[src/rtl/lpfp_pkg.sv]
// Shared types and constants for the length-prefixed frame parser.
package lpfp_pkg;

    localparam int unsigned HDR_BYTES    = 6;
    localparam int unsigned HDR_CNT_W    = 3;
    localparam int unsigned HDR_KEEP_W   = 40;
    localparam int unsigned ID_W         = 16;
    localparam int unsigned BYTE_W       = 8;
    localparam int unsigned HDR_LEN_W    = 32;
    localparam int unsigned KIND_W       = 2;
    localparam int unsigned IN_TDATA_W   = 8;
    localparam int unsigned IN_TUSER_W   = 1;
    localparam int unsigned OUT_TDATA_W  = 24;
    localparam int unsigned OUT_TUSER_W  = 3;
    localparam logic [ID_W-1:0] HEARTBEAT_ID = 16'd1000;
    localparam logic [HDR_LEN_W-1:0] MAX_LEN_RST = 32'd65536;
    localparam logic [HDR_CNT_W-1:0] HDR_LAST_IDX = 3'(HDR_BYTES - 1);

    typedef enum logic [KIND_W-1:0] {
        KIND_BODY     = 2'd0,
        KIND_OVERSIZE = 2'd1,
        KIND_EMPTY    = 2'd2
    } t_kind;

    typedef enum logic [IN_TUSER_W-1:0] {
        OP_BYTE    = 1'b0,
        OP_RESTART = 1'b1
    } t_op;

endpackage

[src/rtl/length_prefixed_frame_parser_core.sv]
// Length-prefixed message deframer: header collection, body pass-through, error halt.
//
//  channel  | direction | tdata (low bit up)               | tuser (low bit up)      | tlast
//  s_axis   | in        | data_byte[7:0]                   | op                      | -
//  m_axis   | out       | message_id[15:0], body_byte[7:0] | kind[1:0], heartbeat    | last
//  cfg      | in        | max_message_length[31:0] on i_cfg_wr_en                     | -
//
// One request a cycle while s_axis_tready is high; a decoded result loads the output register.
// The output register is the only stage; s_axis_tready drops only while it holds
// a result that m_axis has not taken. Reset clears the parser and loads the
// length limit with 65536. A restart request clears the parser, never the limit.
module length_prefixed_frame_parser_core #(
    parameter int unsigned LENGTH_BITS = 32
) (
    input  logic                              i_clk,
    input  logic                              i_rst_n,
    input  logic                              i_cfg_wr_en,
    input  logic [lpfp_pkg::HDR_LEN_W-1:0]    i_cfg_wr_data,
    input  logic                              s_axis_tvalid,
    output logic                              s_axis_tready,
    input  logic [lpfp_pkg::IN_TDATA_W-1:0]   s_axis_tdata,   // data_byte[7:0]
    input  logic [lpfp_pkg::IN_TUSER_W-1:0]   s_axis_tuser,   // op
    output logic                              m_axis_tvalid,
    input  logic                              m_axis_tready,
    output logic [lpfp_pkg::OUT_TDATA_W-1:0]  m_axis_tdata,   // message_id[15:0], body_byte[23:16]
    output logic [lpfp_pkg::OUT_TUSER_W-1:0]  m_axis_tuser,   // kind[1:0], heartbeat_reply[2]
    output logic                              m_axis_tlast    // last_of_message
);
    import lpfp_pkg::*;

    logic [HDR_LEN_W-1:0]   r_max_len;
    logic [HDR_CNT_W-1:0]   r_hdr_cnt, n_hdr_cnt;
    logic [HDR_KEEP_W-1:0]  r_hdr_shift, n_hdr_shift;
    logic                   r_in_body, n_in_body;
    logic [LENGTH_BITS-1:0] r_left, n_left;
    logic [ID_W-1:0]        r_cur_id, n_cur_id;
    logic                   r_halted, n_halted;

    logic                   r_out_valid, n_out_valid;
    t_kind                  r_out_kind, n_out_kind;
    logic [ID_W-1:0]        r_out_id, n_out_id;
    logic [BYTE_W-1:0]      r_out_byte, n_out_byte;
    logic                   r_out_last, n_out_last;
    logic                   r_out_hb, n_out_hb;

    logic                   accept;
    logic                   emit;
    logic [BYTE_W-1:0]      in_byte;
    logic [ID_W-1:0]        hdr_id;
    logic [HDR_LEN_W-1:0]   hdr_len;
    logic [HDR_LEN_W:0]     hdr_len_ext;
    logic                   too_wide;

    assign s_axis_tready = !r_out_valid || m_axis_tready;
    assign accept        = s_axis_tvalid && s_axis_tready;
    assign in_byte       = s_axis_tdata;

    assign hdr_id      = r_hdr_shift[HDR_KEEP_W-1 -: ID_W];
    assign hdr_len     = {r_hdr_shift[HDR_LEN_W-BYTE_W-1:0], in_byte};
    assign hdr_len_ext = {1'b0, hdr_len};
    // a length that overflows the body counter is oversize whatever the limit
    assign too_wide    = (hdr_len_ext >> LENGTH_BITS) != '0;

    always_comb begin
        n_hdr_cnt   = r_hdr_cnt;
        n_hdr_shift = r_hdr_shift;
        n_in_body   = r_in_body;
        n_left      = r_left;
        n_cur_id    = r_cur_id;
        n_halted    = r_halted;
        emit        = 1'b0;
        n_out_kind  = KIND_BODY;
        n_out_id    = r_cur_id;
        n_out_byte  = '0;
        n_out_last  = 1'b0;

        if (accept) begin
            if (t_op'(s_axis_tuser) == OP_RESTART) begin
                n_hdr_cnt   = '0;
                n_hdr_shift = '0;
                n_in_body   = 1'b0;
                n_left      = '0;
                n_cur_id    = '0;
                n_halted    = 1'b0;
            end else if (!r_halted) begin
                if (r_in_body) begin
                    emit       = 1'b1;
                    n_out_byte = in_byte;
                    n_out_last = (r_left == LENGTH_BITS'(1));
                    n_left     = r_left - LENGTH_BITS'(1);
                    if (n_out_last) begin
                        n_in_body = 1'b0;
                    end
                end else if (r_hdr_cnt == HDR_LAST_IDX) begin
                    n_hdr_cnt   = '0;
                    n_hdr_shift = '0;
                    n_cur_id    = hdr_id;
                    n_out_id    = hdr_id;
                    if (hdr_len > r_max_len || too_wide) begin
                        emit       = 1'b1;
                        n_halted   = 1'b1;
                        n_out_kind = KIND_OVERSIZE;
                    end else if (hdr_len == '0) begin
                        emit       = 1'b1;
                        n_halted   = 1'b1;
                        n_out_kind = KIND_EMPTY;
                    end else begin
                        n_left    = hdr_len[LENGTH_BITS-1:0];
                        n_in_body = 1'b1;
                    end
                end else begin
                    n_hdr_shift = {r_hdr_shift[HDR_KEEP_W-BYTE_W-1:0], in_byte};
                    n_hdr_cnt   = r_hdr_cnt + HDR_CNT_W'(1);
                end
            end
        end

        n_out_hb = (n_out_id == HEARTBEAT_ID);

        // hold the result until taken, load a new one when the request makes one
        if (emit) begin
            n_out_valid = 1'b1;
        end else if (m_axis_tready) begin
            n_out_valid = 1'b0;
        end else begin
            n_out_valid = r_out_valid;
        end
    end

    always_ff @(posedge i_clk) begin
        if (!i_rst_n) begin
            r_max_len   <= MAX_LEN_RST;
            r_hdr_cnt   <= '0;
            r_hdr_shift <= '0;
            r_in_body   <= 1'b0;
            r_left      <= '0;
            r_cur_id    <= '0;
            r_halted    <= 1'b0;
            r_out_valid <= 1'b0;
        end else begin
            if (i_cfg_wr_en) begin
                r_max_len <= i_cfg_wr_data;
            end
            r_hdr_cnt   <= n_hdr_cnt;
            r_hdr_shift <= n_hdr_shift;
            r_in_body   <= n_in_body;
            r_left      <= n_left;
            r_cur_id    <= n_cur_id;
            r_halted    <= n_halted;
            r_out_valid <= n_out_valid;
        end
    end

    always_ff @(posedge i_clk) begin
        if (emit) begin
            r_out_kind <= n_out_kind;
            r_out_id   <= n_out_id;
            r_out_byte <= n_out_byte;
            r_out_last <= n_out_last;
            r_out_hb   <= n_out_hb;
        end
    end

    assign m_axis_tvalid = r_out_valid;
    assign m_axis_tdata  = {r_out_byte, r_out_id};
    assign m_axis_tuser  = {r_out_hb, r_out_kind};
    assign m_axis_tlast  = r_out_last;

endmodule
[config.mk]
export PLATFORM = sky130hd
export DESIGN_NAME = length_prefixed_frame_parser_core
export DESIGN_NICKNAME = d
export VERILOG_FILES = /design/src/rtl/lpfp_pkg.sv /design/src/rtl/length_prefixed_frame_parser_core.sv
export SDC_FILE = /design/constraint.sdc
export NUM_CORES = 1
export LEC_CHECK = 0
export BUFFER_PORTS_ARGS = -buffer_cell sky130_fd_sc_hd__buf_2
export CORE_ASPECT_RATIO = 1.2
export CORE_MARGIN = 2
export CORE_UTILIZATION = 35
export DETAILED_ROUTE_END_ITERATION = 8
export SLEW_MARGIN = 40
export SYNTH_ARGS = -nofsm -noshare
export SYNTH_HDL_FRONTEND = slang
export SYNTH_SLANG_ARGS = --single-unit
[constraint.sdc]
create_clock -name i_clk -period 7.8 [get_ports i_clk]
set_input_delay 1.56 -clock i_clk [delete_from_list [all_inputs] [get_ports i_clk]]
set_output_delay 1.56 -clock i_clk [all_outputs]
set_load 0.01 [all_outputs]
==> run metrics, run 1 <==
CTS Buf Count 17; htree depth 4; nets 1011; Core Box Area 0.02178 mm²; Clk pwr share 45.6%; Mapped Cells 881; Pre-antenna DRT Iters 5; row cnt 59; Final min period 3.778 ns; Yosys top cell by area dfxtp_1; status complete, no violations; Max Cap Viol 0; Critical Path Start Type input pin; PD cells 215.8 mW/mm²; total track usage 18.89%; post-CTS sizing 0; Least-Margin Pin Slew 0.8434 ns; number of global-route vias before repair 6249; fin area 0.009049 mm²; DRC 0; Flop pwr share 43.2%; Initial Utilization 35.87%; Top delay family on crit path simple AND/OR/NAND/NOR gates; Avg Cell Area, Syn 8.866 µm²; Syn. warnings 0; Req. time, crit path 8.10 ns; first-pass GRT wire length 34680 µm; Antenna Cells 0; Post-CTS Hold Buffers 0; synthesized area 0.007811 mm²; Async S/R FF share, synth 0%; Worst Path Buf+Inv 1; I/O Pins 76; clk root buf clkbuf_16; maximum clock path buffer count 2; period utilisation layout 48.44%; Cell variety after synth 70; Sw Share 25.66%; I/O Buffers 75; syn nets 961; largest net degree at the start of global routing 73; CTS sink cnt 154; Post-CTS Setup Bufs 0; Internal 1.452 mW; layout cells sized above 1 14.41%; max incr delay on CP 0.54 ns; Clock Latency Late Sink 0.43 ns; Die Area 0.02353 mm²; final core occ 41.55%; cell with the most instances after synthesis dfxtp_1; Remaining Overflow, GRT 0; ys flop type dfxtp_1; WL/cell 18.05 µm; DR vias 6577; highest clock rate 264.7 MHz; CP Capture Type flip-flop; Final setup viols 0; Die Wd 140.4 µm; Post-synth top cells 126 x dfxtp_1, 111 x nand2_1, 67 x nor2_1; Antenna Nets Post-Route 0; unrepaired setup endpoints after global routing no; overall die height 167.7 µm; top cells by area, synth dfxtp_1 32%, edfxtp_1 11%, ha_1 5.4%; Placer Congestion 0.9199; Final HPWL DP 15490 µm; WS Path Type in -> reg; Leak Pwr 3.449 nW; Clock Skew 0.01056 ns; CTS tree done; Routed WL 21980 µm; final hold viol count 0; max_slew headroom 43.78%; type of the tightest min-delay check reg -> reg; DP Area 0.008402 mm²; Initial DRC Count 469; Post-synth EDFFs 28; area grow syn2layout 15.84%; Yosys top cell area share 32.29%; crit-path cells buf_2 -> nand2b_2 -> nand3b_4 -> or3_1 -> nor2_8 -> mux2_2 -> or4_4 -> nor4b_2 -> and4_1; CP arrival 4.08 ns; worst-path maximum fanout 13; Yosys reg bits 154; Pins Over Slew Limit 0; net load switching power 501.0 µW; initial antenna violation count 0; vias per cell 5.400; sequential fraction of the synthesis area 43.06%; worst vdd ir 0.1360 mV; Worst-path clk slew 0.07 ns; setup TNS 0 ns; combinational power share 11.2%; Critical Path Slowest Stage Cell or3_1
## power groups by stage
stage	combinational [mW]	sequential [mW]	clock (mW)
after floorplan	0.152	0.854	0
after global placement	0.211	0.861	0
after detailed placement	0.215	0.861	0
after CTS	0.217	0.843	0.908
after global routing	0.242	0.845	0.939
final	0.219	0.844	0.891
## cell usage in the layout, fill, tap and decap left out, types with 5 or more instances in the layout
master,synthesis,layout
clkbuf_16,0,17
and2_1,11,11
nor4_1,13,12
a31o_2,6,6
nor2b_1,44,42
nand3_1,52,51
xnor2_1,6,6
nand2b_1,5,5
a21boi_0,52,52
dfxtp_1,126,126
mux2i_1,38,38
inv_1,42,41
nor3_1,14,14
o211ai_1,14,14
ha_1,34,34
a21oi_1,41,41
buf_4,1,7
o21ai_0,30,30
edfxtp_1,28,28
nor2_1,67,65
a2111oi_0,5,5
buf_2,0,73
nand2_1,111,111
xor2_1,6,6
nand4_1,12,12
## sequential cells by signal (all words and copies together) (netlist names)
name           count
r_out_kind         2
r_max_len         32
r_cur_id          16
r_out_byte         8
m_axis_tlast       1
r_out_hb           1
r_hdr_cnt          3
r_out_id          16
r_in_body          1
r_left            32
r_halted           1
r_hdr_shift       40
m_axis_tvalid      1
## area by class of cell
cell class	count	area [µm²]
Clock buffer	18	439.2
Clock inverter	14	191.4
Fill cell	2194	12730
Inverter	42	157.7
Multi-Input combinational cell	635	4109
Sequential cell	154	3363
Tap cell	274	342.8
Timing Repair Buffer	81	445.4
## layer usage
metal | track usage, % | part of all wire, %
met2 | 28.96 | 45
met4 | 8.125 | 3.0
met1 | 25.43 | 47
met5 | 0 | 0
met3 | 4.490 | 5.6
## path summary, 6_finish.rpt
path / start / slack [ns] / endpoint / cells past startpoint
min: r_cur_id[9] / 0.45 / r_cur_id[9] / 2
max reg2reg: r_hdr_shift[23] / 4.43 / r_out_id[4] / 9
min reg2reg: r_cur_id[9] / 0.45 / r_cur_id[9] / 2
max: m_axis_tready / 4.02 / r_out_hb / 9
## worst register-to-register path: stages, from the launching register on
cell and delay [ns]:
dfxtp_1 0.45, ha_1 0.39, nand4_1 0.21, nor4_2 0.57
nor2_1 0.07, nand3_1 0.21, o211ai_1 0.24, a21oi_1 0.24
o21ai_0 0.14, inv_2 0.47
## kinds of logic after synthesis
kind of cell	count (synthesis)	synth area share (%)
flops	154	43.06
mux	39	5.014
simple gates	359	23.53
buf+inv	92	4.773
xor+xnor	12	1.345
compound gates	191	16.83
fa+ha+maj	34	5.446
## per-stage QoR
step                std cells  worst slack, ns  power, mW  hold slack [ns]
floorplan                 881            3.951      1.005           0.4329
global placement         1185            3.469      1.071           0.4411
detailed placement       1186            3.475      1.076           0.4476
CTS                      1218            3.936      1.968           0.4566
global route             1218            3.885      2.027           0.4706
finish                   1218            4.022      1.953           0.4535
Power figures use the tool's default switching activity.
==> run 2, diff against run 1 <==
--- a/config.mk
+++ b/config.mk
@@ -5,6 +5,7 @@
 export SDC_FILE = /design/constraint.sdc
 export NUM_CORES = 1
 export LEC_CHECK = 0
+export ABC_AREA = 1
 export BUFFER_PORTS_ARGS = -buffer_cell sky130_fd_sc_hd__buf_2
 export CORE_ASPECT_RATIO = 1.2
 export CORE_MARGIN = 2
==> constraint.sdc (replaced) <==
create_clock -name i_clk -period 3.5 [get_ports i_clk]
set_input_delay 0.7 -clock i_clk [delete_from_list [all_inputs] [get_ports i_clk]]
set_output_delay 0.7 -clock i_clk [all_outputs]
set_load 0.01 [all_outputs]
==> run 2 against run 1 <==
  * Largest power group is now sequential cells
  * Die area up 1.7%
  * Critical path type is now reg -> reg
  * Clock skew about the same
  * Synthesized cell count up 25%
  * Largest cell class unchanged
==> run metrics, run 2 <==
Placer Congestion 0.8552 (-7.0%); Worst path most repeated cell nand2_1; WL/cell 14.47 µm (-20%); highest clock rate 389.6 MHz; Clock Latency Late Sink 0.43 ns (about the same); Req. time, crit path 3.61 ns (-4.49 ns); worst vdd ir 0.3412 mV (+150%); Worst-path clk slew 0.07 ns (about the same); PD cells 481.8 mW/mm² (+120%); Most flops, register r_hdr_shift; total track usage 18.19% (-0.70 points); syn nets 1181 (+23%); synthesized area 0.007948 mm² (+1.7%); unrepaired setup endpoints after global routing no; Yosys top cell by area dfxtp_1; htree depth 4 (unchanged); Leak Pwr 4.154 nW (+20%); I/O Pins 76 (unchanged); filler instances 2343 (+6.8%); area grow syn2layout 15.38%; Least-Margin Pin Slew 0.7492 ns (-0.09419 ns); Final min period 2.567 ns; max reg flops 40 (unchanged); most common cell after layout, fill and taps aside nand2_1; Yosys top cell area share 31.74% (-0.55 points); Routed WL 21010 µm (-4.4%); Flop pwr share 43.7% (+0.5 points); commonest cells after routing, fill and taps aside 234 x nand2_1, 150 x nor2_1, 126 x dfxtp_1, 112 x inv_1, 102 x a21oi_1; final worst-path setup slack 0.9332 ns (-3.088 ns); nets 1240 (+23%); setup TNS 0 ns (unchanged); I/O Buffers 75 (unchanged); cell with the most instances after synthesis nand2_1; CTS tree done; Sw Share 29.08% (+3.4 points); overall die height 169.1 µm (+0.85%); first-pass GRT wire length 34450 µm (-0.66%); CTS sink cnt 154 (unchanged); largest registers r_hdr_shift: 40 flops, r_left: 32 flops, r_max_len: 32 flops; DRC 0 (unchanged); Initial DRC Count 454 (-3.2%); max incr delay on CP 0.41 ns (-0.13 ns); Initial Utilization 35.53% (-0.34 points); Critical Path Start Type flip-flop; type of the tightest min-delay check reg -> reg; combinational power share 14.0% (+2.8 points); final hold viol count 0 (unchanged); Pre-antenna DRT Iters 5 (unchanged); Yosys reg bits 154 (unchanged); CP arrival 2.68 ns (-1.40 ns); Remaining Overflow, GRT 0 (unchanged); Syn. warnings 0 (unchanged); vias per cell 4.971 (-7.9%); post-CTS sizing 0 (unchanged); top cells by area, synth dfxtp_1 32%, nand2_1 11%, edfxtp_1 11%; Avg Cell Area, Syn 7.219 µm² (-19%); WS Path Type reg -> reg; max_slew headroom 50.00% (+6.2 points); Reg2Reg Setup Slack 0.93 ns (-3.50 ns); Max Cap Viol 0 (unchanged); Async S/R FF share, synth 0% (unchanged); Antenna Nets Post-Route 0 (unchanged); Die Wd 141.6 µm (+0.84%); number of global-route vias before repair 6768 (+8.3%); maximum clock path buffer count 2 (unchanged); Post-CTS Hold Buffers 0 (unchanged); Post-Place Setup Slack 0.6748 ns (-2.800 ns); Post-synth top cells 234 x nand2_1, 151 x nor2_1, 126 x dfxtp_1; clk root buf clkbuf_16; Mapped Cells 1101 (+25%); row cnt 60 (+1.7%); worst-path maximum fanout 20 (+7); largest net degree at the start of global routing 49 (-33%); DR vias 7218 (+9.7%); Clock Skew 0.01079 ns (+0.0002251 ns); Final setup viols 0 (unchanged); layout cells sized above 1 13.81% (-0.60 points); Pins Over Slew Limit 0 (unchanged); Post-CTS Setup Bufs 0 (unchanged); Post-synth EDFFs 28 (unchanged); Critical Path Slowest Stage Cell dfxtp_1; Clk pwr share 42.3% (-3.3 points); Final HPWL DP 15160 µm (-2.1%); status complete, no violations; Core Box Area 0.02237 mm² (+2.7%); initial antenna violation count 0 (unchanged); Antenna Cells 0 (unchanged); crit-path cells ha_1 -> nand4_1 -> nor3_1 -> and3_1 -> nand2_1 -> nand2_1 -> nand2_1 -> nand2_1 -> nand2_1 -> nand2_1 -> nand2_1 -> inv_1 -> buf_4; Die Area 0.02393 mm² (+1.7%); CTS Buf Count 17 (unchanged); period utilisation layout 73.34%; sequential fraction of the synthesis area 42.32% (-0.74 points); ys flop type dfxtp_1; net load switching power 1.285 mW (+160%); CP Capture Type flip-flop; Cell variety after synth 46 (-34%); Internal 3.133 mW (+120%)
run 2: area by class of cell:
cell class | count | area [µm²] | share of cell area (%)
Multi-Input combinational cell | 769 | 3864 | 42.13
Sequential cell | 154 | 3363 | 36.68
Timing Repair Buffer | 89 | 505.5 | 5.512
Inverter | 129 | 494.2 | 5.390
Clock buffer | 19 | 464.2 | 5.062
Tap cell | 279 | 349.1 | 3.807
Clock inverter | 13 | 130.1 | 1.419
run 2: per-layer routing:
layer	global-route usage [%]	routed length, µm	vias to the layer above
met4	5.870	328	0
met5	0	0	-
met1	22.61	9572	3307
li1	-	-	3739
met2	32.19	10440	146
met3	2.829	673	26
run 2: worst max-delay path, delay by kind of cell, from the launching register on:
kind	cells	cell delay, ns
fa+ha+maj	1	0.35
buf+inv	2	0.35
flops	1	0.41
simple gates	10	1.13
run 2: logic make-up after synthesis:
group                    after synthesis  share of synthesized area, %
adder cells (fa/ha/maj)               34                         5.353
AND/OR/NAND/NOR                      511                         28.16
AO/OA/AOI/OAI                        222                         14.85
flip-flops                           154                         42.32
XOR/XNOR                               2                        0.2204
buffers and inverters                178                         9.099
run 2: final timing paths:
path / from / endpoint / cells past startpoint
min reg2reg: r_max_len[20] / r_max_len[20] / 2
max: r_hdr_shift[18] / r_out_id[9] / 13
max reg2reg: r_hdr_shift[18] / r_out_id[9] / 13
min: r_max_len[20] / r_max_len[20] / 2
run 2: metrics by stage:
step / power [mW] / util [%] / instances / hold slack, ns / area (µm²)
2_1_floorplan: 2.420 / - / 1101 / 0.4333 / 7948
5_1_grt: 4.623 / 40.99 / 1452 / 0.4881 / 9170
3_5_place_dp: 2.589 / 38.33 / 1420 / 0.4586 / 8576
6_report: 4.418 / 40.99 / 1452 / 0.4669 / 9170
4_1_cts: 4.447 / 40.99 / 1452 / 0.4699 / 9170
3_3_place_gp: 2.581 / 38.33 / 1420 / 0.4539 / 8576
run 2: power groups by stage:
stage / logic [mW] / registers (mW) / clock network, mW
2_1_floorplan: 0.469 / 1.95 / 0
3_3_place_gp: 0.613 / 1.97 / 0
3_5_place_dp: 0.622 / 1.97 / 0
4_1_cts: 0.624 / 1.93 / 1.90
5_1_grt: 0.719 / 1.94 / 1.97
6_report: 0.621 / 1.93 / 1.87
==> run 3, diff against run 2 <==
==> constraint.sdc (replaced) <==
create_clock -name i_clk -period 2.1 [get_ports i_clk]
set_input_delay 0.42 -clock i_clk [delete_from_list [all_inputs] [get_ports i_clk]]
set_output_delay 0.42 -clock i_clk [all_outputs]
set_load 0.01 [all_outputs]
==> run 3 against run 2 <==
  * The run now ends with setup timing left
  * Non-clock buffer count is 94 higher
  * Total power grew 68%
  * Clock skew up 0.0041 ns
  * Sequential power increased by 66%
  * Fmax up 8.2%
  * Utilization is 4.9 points higher
  * Worst hold slack worse by 0.26 ns
  * Count of clock-buffer cells in the layout did not move
==> run metrics, run 3 (synthesis results as in run 2) <==
status finished with violations; violated checks setup timing; htree depth 4 (unchanged); largest net degree at the start of global routing 51 (+4.1%); row cnt 60 (unchanged); CTS sink cnt 154 (unchanged); most common cell after layout, fill and taps aside nand2_1; Tot Pwr 7.431 mW (+68%); final core occ 45.93% (+4.9 points); maximum clock path buffer count 2 (unchanged); initial antenna violation count 0 (unchanged); Worst setup endpoint r_out_id[8]; CP Capture Type flip-flop; I/O Buffers 75 (unchanged); Clk pwr share 39.1% (-3.2 points); reg2reg end r_out_id[8]; Pre-antenna DRT Iters 5 (unchanged); filler instances 2299 (-1.9%); first-pass GRT wire length 35310 µm (+2.5%); highest clock rate 421.7 MHz (+8.2%); CTS Buf Count 17 (unchanged); largest registers r_hdr_shift: 40 flops, r_left: 32 flops, r_max_len: 32 flops; overall die height 169.1 µm (unchanged); Inst Count DP 1500 (+5.6%); max_slew headroom 67.68% (+18 points); layout cells sized above 1 23.60% (+9.8 points); worst-path maximum fanout 7 (-65%); Register Area 0.003367 mm² (+0.11%); area grow syn2layout 29.28%; DP Area 0.009344 mm² (+9.0%); final worst-path setup slack -0.2715 ns (-1.205 ns); WL/cell 15.14 µm (+4.6%); DRC 0 (unchanged); PD cells 723.2 mW/mm² (+50%); Remaining Overflow, GRT 0 (unchanged); Least-Margin Pin Slew 0.4843 ns (-0.2649 ns); Worst-path clk slew 0.07 ns (about the same); Leak Pwr 4.649 nW (+12%); nets 1334 (+7.6%); Routed WL 23400 µm (+11%); Internal 5.208 mW (+66%); type of the tightest min-delay check in -> reg; I/O Pins 76 (unchanged); setup TNS -8.284 ns (-8.284 ns); CP arrival 2.56 ns (-0.12 ns); CTS tree done; Placer Congestion 0.9094 (+6.3%); fin area 0.01027 mm² (+12%); unrepaired setup endpoints after global routing yes; combinational power share 17.8% (+3.8 points); number of global-route vias before repair 7149 (+5.6%); Critical Path Start Type flip-flop; Final HPWL DP 16320 µm (+7.6%); Pins Over Slew Limit 0 (unchanged); Req. time, crit path 2.29 ns (-1.32 ns); worst vdd ir 0.6042 mV (+77%); Final min period 2.371 ns (-0.1953 ns); Sw Share 29.92% (+0.84 points); R2R Path Start r_max_len[25]; Layout Cells excl Fill 1546 (+6.5%); Max Cap Viol 0 (unchanged); Final setup viols 59 (+59); Flop pwr share 43.2% (-0.5 points); Antenna Cells 0 (unchanged); Initial DRC Count 500 (+10%); r2r worst-path depth 13 (unchanged); max reg flops 40 (unchanged); CP Launch Point r_max_len[25]; Antenna Nets Post-Route 0 (unchanged); final hold viol count 0 (unchanged); area of the multi-input gates 0.004089 mm² (+5.8%); commonest cells after routing, fill and taps aside 227 x nand2_1, 143 x nor2_1, 123 x dfxtp_1, 105 x inv_1, 96 x a21oi_1; Die Wd 141.6 µm (unchanged); net load switching power 2.224 mW (+73%); total track usage 18.64% (+0.45 points); Clock Latency Late Sink 0.43 ns (about the same); Most flops, register r_hdr_shift; Die Area 0.02393 mm² (unchanged); Core Box Area 0.02237 mm² (unchanged); WS Path Type reg -> reg; Initial Utilization 35.53% (unchanged); Reg2Reg Setup Slack -0.27 ns (-1.20 ns); Clock Skew 0.01490 ns (+0.004115 ns); clk root buf clkbuf_16; DR vias 7793 (+8.0%); period utilisation layout 112.9% (+40 points); vias per cell 5.041 (+1.4%)
==> run 3: changes by cell type in the layout (fill, tap and decap cells not counted), sizes merged <==
cell / change
clkinvlp: +4
clkinv: -3
clkbuf: +7
bufinv: -1
buf: +87
==> run 3: repair_timing <==
item                                    CTS  global route
pin swaps                                 1            10
hold buffers                              0             0
endpoints found under the setup margin   30            62
setup buffers                             0             5
gates resized for setup                   7            30
gates cloned                              0            11
hold endpoints to repair                  0             0
==> run 3: routing by layer <==
| layer | vias to the layer above | share of wire (%) | track usage, % |
|---|---|---|---|
| met5 | - | 0 | 0 |
| met4 | 0 | 3.1 | 6.783 |
| met3 | 49 | 4.8 | 3.423 |
| met2 | 232 | 50 | 33.47 |
| met1 | 3572 | 43 | 22.11 |
| li1 | 3940 | - | - |
==> run 3: cell type report <==
type	count	share of cell area [%]
Inverter	129	4.847
Multi-Input combinational cell	769	39.80
Clock buffer	19	4.311
Clock inverter	13	1.035
Timing Repair Buffer	183	13.85
Sequential cell	154	32.77
Tap cell	279	3.397
==> run 3: worst min-delay path by stage <==
| stage | end | cells past startpoint | from |
|---|---|---|---|
| floorplan | r_max_len[4] | 2 | r_max_len[4] |
| global placement | r_max_len[12] | 2 | r_max_len[12] |
| detailed placement | r_max_len[10] | 2 | r_max_len[10] |
| CTS | r_max_len[16] | 3 | i_cfg_wr_data[16] |
| global route | r_max_len[16] | 3 | i_cfg_wr_data[16] |
| finish | r_max_len[16] | 3 | i_cfg_wr_data[16] |
==> run 3: power by group through the flow <==
stage	clock network, mW	registers [mW]	logic [mW]
floorplan	0	3.25	0.801
global placement	0	3.27	1.17
detailed placement	0	3.27	1.19
CTS	2.95	3.20	1.20
global route	3.10	3.22	1.47
finish	2.90	3.21	1.32
==> run 3: critical path: stages (launching register included) <==
cell	delay, ns
dfxtp_1	0.32
inv_2	0.05
ha_4	0.26
nand4_1	0.12
nor3_2	0.26
and3_4	0.24
nand2_2	0.06
nand2_2	0.10
nand2_2	0.06
nand2_1	0.06
nand2_1	0.06
nand2_2	0.09
clkinvlp_4	0.21
clkbuf_16	0.24
==> run 3: per-stage QoR <==
stage | setup WS, ns | hold WS [ns]
2_1_floorplan | -0.1308 | 0.4375
3_3_place_gp | -0.2723 | 0.4577
3_5_place_dp | -0.3069 | 0.4559
4_1_cts | -0.1596 | 0.2042
5_1_grt | -0.3597 | 0.1995
6_report | -0.2715 | 0.2094
